<file path="src/rtl/csseq_pkg.sv">
`timescale 1ns / 1ps
package csseq_pkg;

  localparam int unsigned CNT_W   = 16;
  localparam int unsigned FAULT_W = 4;
  localparam int unsigned IND_W   = 4;
  localparam int unsigned CFG_IDX_W = 4;
  localparam int unsigned IN_TDATA_W  = 40;
  localparam int unsigned OUT_TDATA_W = 16;

  localparam logic [CNT_W-1:0] DWELL_RST   = 16'd100;
  localparam logic [CNT_W-1:0] DIVIDER_RST = 16'd10;
  localparam logic [CNT_W-1:0] VOUT_RST    = 16'd4000;
  localparam logic [CNT_W-1:0] ILOAD_RST   = 16'd4000;
  localparam logic [CNT_W-1:0] CNT_MAX     = '1;

  // Configuration register indexes.
  localparam logic [CFG_IDX_W-1:0] REG_DWELL   = 4'd0;
  localparam logic [CFG_IDX_W-1:0] REG_DIVIDER = 4'd1;
  localparam logic [CFG_IDX_W-1:0] REG_VLIMIT  = 4'd2;
  localparam logic [CFG_IDX_W-1:0] REG_ILIMIT  = 4'd3;

  // Fault codes.
  localparam logic [FAULT_W-1:0] FLT_NONE      = 4'd0;
  localparam logic [FAULT_W-1:0] FLT_NO_SOURCE = 4'd1;
  localparam logic [FAULT_W-1:0] FLT_ERROR     = 4'd2;
  localparam logic [FAULT_W-1:0] FLT_IN_OV     = 4'd3;
  localparam logic [FAULT_W-1:0] FLT_OUT_OV    = 4'd4;
  localparam logic [FAULT_W-1:0] FLT_OUT_OC    = 4'd5;

  // Indicator latch bits.
  localparam int unsigned IND_LED1   = 0;
  localparam int unsigned IND_LED2   = 1;
  localparam int unsigned IND_LED3   = 2;
  localparam int unsigned IND_BUZZER = 3;

  typedef enum logic [2:0] {
    MODE_OFF   = 3'd0,
    MODE_CHECK = 3'd1,
    MODE_LOOP  = 3'd2,
    MODE_RESET = 3'd3,
    MODE_ERROR = 3'd4
  } mode_t;

  typedef struct packed {
    mode_t              mode;
    logic [CNT_W-1:0]   dwell_cnt;
    logic [CNT_W-1:0]   sample_cnt;
    logic [FAULT_W-1:0] fault;
    logic               last_done;
    logic               entry;
    logic               pwm;
    logic [IND_W-1:0]   ind;
  } sup_state_t;

  typedef struct packed {
    logic [CNT_W-1:0] dwell_ticks;
    logic [CNT_W-1:0] check_divider;
    logic [CNT_W-1:0] vout_limit;
    logic [CNT_W-1:0] iload_limit;
  } sup_cfg_t;

  typedef struct packed {
    logic [FAULT_W-1:0] protect_fault;
    logic               plugged;
    logic [CNT_W-1:0]   out_voltage;
    logic [CNT_W-1:0]   load_current;
  } sup_item_t;

  typedef struct packed {
    logic mppt_step;
    logic protect_reinit;
  } sup_pulse_t;

  function automatic mode_t next_mode(mode_t m);
    mode_t r;
    unique case (m)
      MODE_OFF:   r = MODE_CHECK;
      MODE_CHECK: r = MODE_LOOP;
      MODE_LOOP:  r = MODE_LOOP;
      MODE_RESET: r = MODE_OFF;
      MODE_ERROR: r = MODE_ERROR;
      default:    r = m;
    endcase
    return r;
  endfunction

  function automatic mode_t back_mode(mode_t m);
    mode_t r;
    unique case (m)
      MODE_OFF:   r = MODE_OFF;
      MODE_CHECK: r = MODE_RESET;
      MODE_LOOP:  r = MODE_RESET;
      MODE_RESET: r = MODE_ERROR;
      MODE_ERROR: r = MODE_ERROR;
      default:    r = m;
    endcase
    return r;
  endfunction

  // Fault code set when a state falls back; none means keep the latch.
  function automatic logic [FAULT_W-1:0] back_code(mode_t m);
    logic [FAULT_W-1:0] r;
    unique case (m)
      MODE_CHECK: r = FLT_NO_SOURCE;
      MODE_RESET: r = FLT_ERROR;
      MODE_ERROR: r = FLT_ERROR;
      default:    r = FLT_NONE;
    endcase
    return r;
  endfunction

endpackage

</file>
<file path="src/rtl/csseq_step.sv">
`timescale 1ns / 1ps
module csseq_step (
  input  csseq_pkg::sup_state_t cur_i,
  input  csseq_pkg::sup_cfg_t   cfg_i,
  input  csseq_pkg::sup_item_t  item_i,
  output csseq_pkg::sup_state_t nxt_o,
  output csseq_pkg::sup_pulse_t pulse_o
);
  import csseq_pkg::*;

  always_comb begin
    sup_state_t s;
    mode_t      start;
    mode_t      m;
    logic       done;
    logic       mppt;
    logic       reinit;

    s      = cur_i;
    mppt   = 1'b0;
    reinit = 1'b0;
    done   = 1'b1;

    if (s.dwell_cnt != CNT_MAX) s.dwell_cnt = s.dwell_cnt + 1'b1;
    if (s.sample_cnt != CNT_MAX) s.sample_cnt = s.sample_cnt + 1'b1;

    // Periodic protection sample; a new fault forces the reset state.
    if (s.sample_cnt >= cfg_i.check_divider) begin
      s.sample_cnt = '0;
      if (s.mode != MODE_OFF && s.mode != MODE_RESET &&
          item_i.protect_fault != FLT_NONE && s.fault == FLT_NONE) begin
        s.fault     = item_i.protect_fault;
        s.mode      = MODE_RESET;
        s.dwell_cnt = '0;
        s.entry     = 1'b1;
      end
    end

    start = s.mode;
    m     = s.mode;

    if (s.dwell_cnt < cfg_i.dwell_ticks) begin
      unique case (m)
        MODE_OFF: begin
          if (s.entry) begin
            reinit  = 1'b1;
            s.fault = FLT_NONE;
          end
        end
        MODE_CHECK: done = item_i.plugged;
        MODE_LOOP: begin
          if (!item_i.plugged) begin
            done = 1'b0;
          end else if (item_i.out_voltage < cfg_i.vout_limit &&
                       item_i.load_current < cfg_i.iload_limit) begin
            s.ind[IND_LED2] = 1'b1;
            s.ind[IND_LED3] = 1'b0;
            s.pwm           = 1'b1;
            mppt            = 1'b1;
          end else if (item_i.out_voltage > cfg_i.vout_limit) begin
            s.fault = FLT_OUT_OV;
            done    = 1'b0;
          end else if (item_i.load_current > cfg_i.iload_limit) begin
            s.fault = FLT_OUT_OC;
            done    = 1'b0;
          end
        end
        MODE_RESET, MODE_ERROR: begin
          if (s.entry) s.pwm = 1'b0;
          if (s.fault == FLT_IN_OV) begin
            s.ind[IND_LED1] = 1'b0;
          end else if (s.fault == FLT_OUT_OV) begin
            s.ind[IND_LED1] = 1'b1;
            s.ind[IND_LED2] = 1'b0;
            s.ind[IND_LED3] = 1'b1;
          end else if (s.fault == FLT_OUT_OC) begin
            s.ind[IND_LED1]   = 1'b0;
            s.ind[IND_LED2]   = 1'b1;
            s.ind[IND_LED3]   = 1'b1;
            s.ind[IND_BUZZER] = 1'b1;
          end
          done = (m == MODE_RESET);
        end
        default: done = 1'b1;
      endcase
      s.entry     = 1'b0;
      s.last_done = done;
      // A failing action falls back at once, except in the error state.
      if (m != MODE_ERROR && !done) begin
        s.mode      = back_mode(m);
        s.dwell_cnt = '0;
        if (back_code(m) != FLT_NONE) s.fault = back_code(m);
      end
    end else begin
      s.dwell_cnt = '0;
      if (s.last_done) begin
        s.mode = next_mode(m);
      end else begin
        s.mode = back_mode(m);
        if (back_code(m) != FLT_NONE) s.fault = back_code(m);
      end
    end

    if (s.mode != start) begin
      s.dwell_cnt = '0;
      s.entry     = 1'b1;
    end

    nxt_o                  = s;
    pulse_o.mppt_step      = mppt;
    pulse_o.protect_reinit = reinit;
  end

endmodule

</file>
<file path="src/rtl/converter_supervisor_sequencer_core.sv">
`timescale 1ns / 1ps
// A result is registered and appears on out_tvalid in the cycle after its tick request is accepted.
// Throughput: one tick per cycle; the supervisor state and the result register are both
// updated in the single accept cycle, and input is taken while the output is free or taken.
// Reset (rst_n low, synchronous): state off, counters and latches cleared, entry flag set,
// configuration back to dwell 100, divider 10, limits 4000; no result pending.
module converter_supervisor_sequencer_core (
  input  logic                                    clk,
  input  logic                                    rst_n,
  input  logic                                    in_tvalid,
  output logic                                    in_tready,
  // [3:0] protect_fault, [4] plugged, [20:5] out_voltage, [36:21] load_current, rest zero
  input  logic [csseq_pkg::IN_TDATA_W-1:0]        in_tdata,
  output logic                                    out_tvalid,
  input  logic                                    out_tready,
  // [2:0] cur_state, [6:3] fault, [7] pwm_on, [8] mppt_step, [9] protect_reinit,
  // [10] led_one, [11] led_two, [12] led_three, [13] buzzer, [15:14] zero
  output logic [csseq_pkg::OUT_TDATA_W-1:0]       out_tdata,
  input  logic                                    cfg_valid,
  output logic                                    cfg_ready,
  input  logic [csseq_pkg::CFG_IDX_W-1:0]         cfg_index,
  input  logic [csseq_pkg::CNT_W-1:0]             cfg_data
);
  import csseq_pkg::*;

  sup_cfg_t   cfg_r;
  sup_state_t state_r;
  sup_state_t state_nxt;
  sup_item_t  item;
  sup_pulse_t pulse;
  logic       out_valid_r;
  logic [OUT_TDATA_W-1:0] out_data_r;
  logic [OUT_TDATA_W-1:0] out_data_nxt;
  logic       in_accept;

  assign cfg_ready  = 1'b1;
  assign in_tready  = !out_valid_r || out_tready;
  assign in_accept  = in_tvalid && in_tready;
  assign out_tvalid = out_valid_r;
  assign out_tdata  = out_data_r;

  assign item.protect_fault = in_tdata[3:0];
  assign item.plugged       = in_tdata[4];
  assign item.out_voltage   = in_tdata[20:5];
  assign item.load_current  = in_tdata[36:21];

  csseq_step u_step (
    .cur_i   (state_r),
    .cfg_i   (cfg_r),
    .item_i  (item),
    .nxt_o   (state_nxt),
    .pulse_o (pulse)
  );

  assign out_data_nxt = {2'b00,
                         state_nxt.ind[IND_BUZZER],
                         state_nxt.ind[IND_LED3],
                         state_nxt.ind[IND_LED2],
                         state_nxt.ind[IND_LED1],
                         pulse.protect_reinit,
                         pulse.mppt_step,
                         state_nxt.pwm,
                         state_nxt.fault,
                         state_nxt.mode};

  always_ff @(posedge clk) begin
    if (!rst_n) begin
      cfg_r.dwell_ticks   <= DWELL_RST;
      cfg_r.check_divider <= DIVIDER_RST;
      cfg_r.vout_limit    <= VOUT_RST;
      cfg_r.iload_limit   <= ILOAD_RST;
    end else if (cfg_valid) begin
      unique case (cfg_index)
        REG_DWELL:   cfg_r.dwell_ticks   <= cfg_data;
        REG_DIVIDER: cfg_r.check_divider <= cfg_data;
        REG_VLIMIT:  cfg_r.vout_limit    <= cfg_data;
        REG_ILIMIT:  cfg_r.iload_limit   <= cfg_data;
        default: ;
      endcase
    end
  end

  always_ff @(posedge clk) begin
    if (!rst_n) begin
      state_r.mode       <= MODE_OFF;
      state_r.dwell_cnt  <= '0;
      state_r.sample_cnt <= '0;
      state_r.fault      <= FLT_NONE;
      state_r.last_done  <= 1'b0;
      state_r.entry      <= 1'b1;
      state_r.pwm        <= 1'b0;
      state_r.ind        <= '0;
      out_valid_r        <= 1'b0;
    end else begin
      if (in_accept) begin
        state_r     <= state_nxt;
        out_valid_r <= 1'b1;
      end else if (out_tready) begin
        out_valid_r <= 1'b0;
      end
    end
  end

  always_ff @(posedge clk) begin
    if (in_accept) begin
      out_data_r <= out_data_nxt;
    end
  end

`ifndef SYNTH
  // The off action's reinit pulse only comes with off held and the fault cleared.
  assert property (@(posedge clk) disable iff (!rst_n)
    out_valid_r && out_data_r[9] |->
      out_data_r[2:0] == MODE_OFF && out_data_r[6:3] == FLT_NONE)
    else $error("protect_reinit outside the off state");

  // An MPPT step is only requested from closed loop with the PWM running.
  assert property (@(posedge clk) disable iff (!rst_n)
    out_valid_r && out_data_r[8] |->
      out_data_r[2:0] == MODE_LOOP && out_data_r[7] && out_data_r[11] && !out_data_r[12])
    else $error("mppt_step without closed loop and PWM");

  // A result that is not taken stays on the output unchanged.
  assert property (@(posedge clk) disable iff (!rst_n)
    out_valid_r && !out_tready |=> out_valid_r && $stable(out_data_r))
    else $error("pending result dropped or changed");

  // The buzzer latch never clears outside reset.
  assert property (@(posedge clk) disable iff (!rst_n)
    state_r.ind[IND_BUZZER] |=> state_r.ind[IND_BUZZER])
    else $error("buzzer latch cleared");
`endif

endmodule
</file>
<file path="config.mk">
export PLATFORM = sky130hd
export DESIGN_NAME = converter_supervisor_sequencer_core
export DESIGN_NICKNAME = d
export VERILOG_FILES = /design/src/rtl/csseq_pkg.sv /design/src/rtl/csseq_step.sv /design/src/rtl/converter_supervisor_sequencer_core.sv
export SDC_FILE = /design/constraint.sdc
export NUM_CORES = 1
export LEC_CHECK = 0
export BUFFER_PORTS_ARGS = -buffer_cell sky130_fd_sc_hd__buf_2
export CAP_MARGIN = 15
export CORE_MARGIN = 5
export CORE_UTILIZATION = 40
export CTS_CLUSTER_DIAMETER = 150
export CTS_CLUSTER_SIZE = 30
export DETAILED_ROUTE_END_ITERATION = 12
export GPL_ROUTABILITY_DRIVEN = 0
export GPL_TIMING_DRIVEN = 0
export HOLD_SLACK_MARGIN = 0.03
export PLACE_DENSITY_LB_ADDON = 0.2
export RECOVER_POWER = 25
export SYNTH_ARGS = -nofsm -noshare
export SYNTH_HDL_FRONTEND = slang
export SYNTH_SLANG_ARGS = --single-unit
</file>
<file path="constraint.sdc">
create_clock -name clk -period 12.1 [get_ports clk]
set_input_delay 1.21 -clock clk [delete_from_list [all_inputs] [get_ports clk]]
set_output_delay 1.21 -clock clk [all_outputs]
set_load 0.01 [all_outputs]
</file>
==> results summary <==
The flow ran to the end, and the final reports show no timing, DRC or antenna violations. Summed over all layers, the global routing overflow is 0. The remaining number of nets flagged by the antenna check after routing is 0. The sequential area share after synthesis came out at 34.9%. The worst setup path is captured at a flip-flop. The vertical extent of the die came out at between 100 and 150 um. The antenna diode count is 0. After clock tree synthesis, the flow added hold-fix buffers numbering 0. Global routing consumed, on the met1 layer, 27.9% of the routing resources. The initial utilization of the core area, before any placement, comes to 40.5%. The proportion of power drawn by the clock network is about half. The synthesized area divided by synthesized cell count came out at 7.97 um2. The maximum resistive drop on vdd is 0.107 mV. The count of vias placed by the detailed router came out at 6974.

Summed over all failing endpoints, the final setup total negative slack is 0 ps. The post-cts sizing count came out at 0. STA classifies the critical path startpoint as a flip-flop. The clock insertion delay at the later pin of the skew report came out at 420 ps. The clock drives ~130 sinks. Dividing the detail-routed wire length by the instance count gives 16.4 um.

The number of synthesized register bits is 125. The final core area utilization is 47.4%. The aggregate routed wire length came out at 21100 um. The final-layout fill cell count is 1820.

The number of warning messages in the yosys log came out at 0. The number of hold-slack violations in the final timing report came out at 0. The core region is around 0.019 mm2. Among all stages on the critical path, the largest delay is contributed by nor4_2. After global routing, the most crowded layer is met2. Of the total power, the share spent switching nets is between 20% and 30%. For this run, global-route usage on met2 was measured as 30.2%. Sequential cells burn 39.0% of the power. The buffer depth of the longest clock path came out at 2. The total number of H-tree levels is 4. The post-layout net count is 1175. The internal power consumption is between 800 and 900 uW. The die is 148 um wide. The most used flip-flop cell after synthesis is dfxtp_1.

Counting distinct cell types in the post-synthesis netlist gives 74. The I/O pin count is 84. Entering global routing, the biggest net connects 17 pins. The via count of the first global-routing pass is 6602.

The worst setup path is of the reg2reg kind. The worst hold path belongs to the class reg2reg. The number of clock buffers added by TritonCTS is 17.

For this run, asynchronously set or reset flops after synthesis account for 0%. The post-synthesis to final-layout area growth came out at 17.1%. The share of the clock period used by the worst path after layout is 61.8%. The total power density per cell area is roughly 130 mW/mm2. The worst stage delay on the critical path is 590 ps. The number of vias per cell after detailed routing came out at 5.40. Counting every instance in the synthesized netlist gives 950. The number of core rows came out at 50. The synthesized design contains 14 enable-type register cells.

Detailed placement finished with a half-perimeter wire length of 15800 um. The remaining design rule violation count is 0. The number of maximum-capacitance violations came out at 0. Along the worst path, the maximum fanout reaches 10. For the pin with the worst max-slew slack, the measured transition is 1080 ps. The number of cells on the worst reg-to-reg path is 26.

After clock tree synthesis, the clock-pin slew on the worst setup and hold paths is 60 ps. Setup repair after global routing left no endpoint under its margin. The tree is rooted in a clkbuf_16.

The post-synthesis cell area came out at 0.00757 mm2. The reported net switching power came out at 277 uW. The maximum clock frequency is 134 MHz. The total leakage power came out at between 0.003 and 0.004 uW.

The count of buffers inserted at the top-level ports is 74. After the first detailed-routing iteration, the DRC count stood at 556. The post-CTS setup buffer count came out at 0. The fraction of layout cells with a size suffix above 1 is 11.1%. The global-route met3 utilization came out at 3.71%. The initial antenna violation count is 0. The number of pins with negative max-slew slack in the final report was 0. The required time of the worst setup path is 12440 ps.

Setup violations remaining at the end of the flow were counted as 0. The first-pass GRT wire length came out at 34400 um. The die covers 0.0218 mm2. Of the total power, combinational logic draws 10.0%. The worst clock skew came out at ~6.0 ps. The time the final worst path needs with I/O delays and setup is about 7500 ps. TritonCTS built the clock tree.

The arrival time of the worst setup path is 7820 ps. The worst hold path stage count came out at 2. Global routing used about a fifth of the available tracks across all layers. The worst-case headroom to the max-slew limit came out at around 28%.

The first-pass detailed-route iteration total came out at 5.
## critical path: cells and delay by family (launching register included)
family,cells,cell delay [ps]
xor+xnor,1,160
flops,1,300
simple gates,12,3340
compound gates,6,1430
fa+ha+maj,2,630
buf+inv,5,1530
## state kept, by name, summed over array words and instances, names as in the netlist
signal,cells
cfg_r,64
state_r,46
out_tdata,14
out_tvalid,1
## final timing paths
path | endpoint | from | slack [ps]
hold / removal | cfg_r[59] | cfg_r[59] | 450
setup / recovery | state_r[0] | state_r[13] | 4620
hold reg to reg | cfg_r[59] | cfg_r[59] | 450
setup reg to reg | state_r[0] | state_r[13] | 4620
## power by group through the flow
stage	Clock (uW)	Combinational, uW	Sequential (uW)
after floorplan	0	66.7	444
after global placement	0	110	443
after detailed placement	0	112	443
after CTS	573	113	434
after global routing	590	124	435
final	567	111	434
## cells in the final DEF, fill, tap and decap left out, types with 18 or more instances in the layout
| cell type | n |
|---|---|
| nand2_1 | 149 |
| dfxtp_1 | 111 |
| a21oi_1 | 98 |
| inv_1 | 81 |
| nor2_1 | 73 |
| ha_1 | 65 |
| buf_2 | 63 |
| clkbuf_1 | 55 |
| o21ai_0 | 34 |
| nand4_1 | 22 |
| o211ai_1 | 21 |
| mux2i_1 | 19 |
| nand3_1 | 18 |
## synth_stat cells, drive strengths merged, types with 6 or more instances
| library cell | number | share of area [%] |
|---|---|---|
| ha | 65 | 11 |
| clkbuf | 38 | 1.9 |
| nand3 | 19 | 1.3 |
| buf | 13 | 1.2 |
| a21o | 10 | 0.99 |
| dfxtp | 111 | 29 |
| xnor2 | 12 | 1.4 |
| nand2 | 149 | 7.4 |
| nor2b | 9 | 0.74 |
| a21oi | 98 | 6.5 |
| a211oi | 7 | 0.86 |
| or3 | 12 | 0.99 |
| mux2i | 19 | 2.5 |
| nand4 | 22 | 1.8 |
| nor4 | 7 | 0.74 |
| xor2 | 13 | 1.5 |
| a22oi | 8 | 0.79 |
| nor2 | 73 | 3.6 |
| edfxtp | 14 | 5.6 |
| a31oi | 10 | 0.83 |
| inv | 81 | 4.0 |
| o211ai | 21 | 2.1 |
| o21ai | 36 | 2.5 |
| and2 | 6 | 0.50 |
| nor3 | 16 | 1.1 |
| or4 | 14 | 1.4 |
## cell families after synthesis
logic type	count (synthesis)	share of synthesized area, %
adders and majority gates	65	10.7
xor gates and xnor gates	25	2.89
other	2	0.0991
DFF	125	34.9
AOI/OAI and AO/OA	235	20.2
muxes	21	2.81
buffers and inverters	132	7.10
and+or+nand+nor	345	21.3
## cell type report
class | instances | area [um2] | area share [%]
plain buffers | 51 | 234 | 2.64
clock buffers | 18 | 429 | 4.84
clock inverters | 14 | 215 | 2.43
inverters | 81 | 304 | 3.43
multi-input cells | 694 | 4400 | 49.6
flip-flops and latches | 125 | 2640 | 29.8
well taps | 234 | 293 | 3.30
repair buffers | 75 | 355 | 4.01
## metal layers
metal,wire (um),vias up
li1,-,3534
met1,10400,3172
met2,9060,228
met3,1180,40
met4,549,0
met5,0,-
## stage by stage
stage               worst slack, ps  instance area [um2]  instances  hold slack [ps]  power, uW
detailed placement             4690                 8270       1260              447        555
CTS                            4670                 8910       1292              455       1120
global placement               4720                 8240       1259              441        553
finish                         4620                 8870       1292              452       1110
floorplan                      6010                 7580        951              432        510
global route                   3950                 8870       1292              466       1150
No activity file was read; power rests on OpenSTA's default activity.
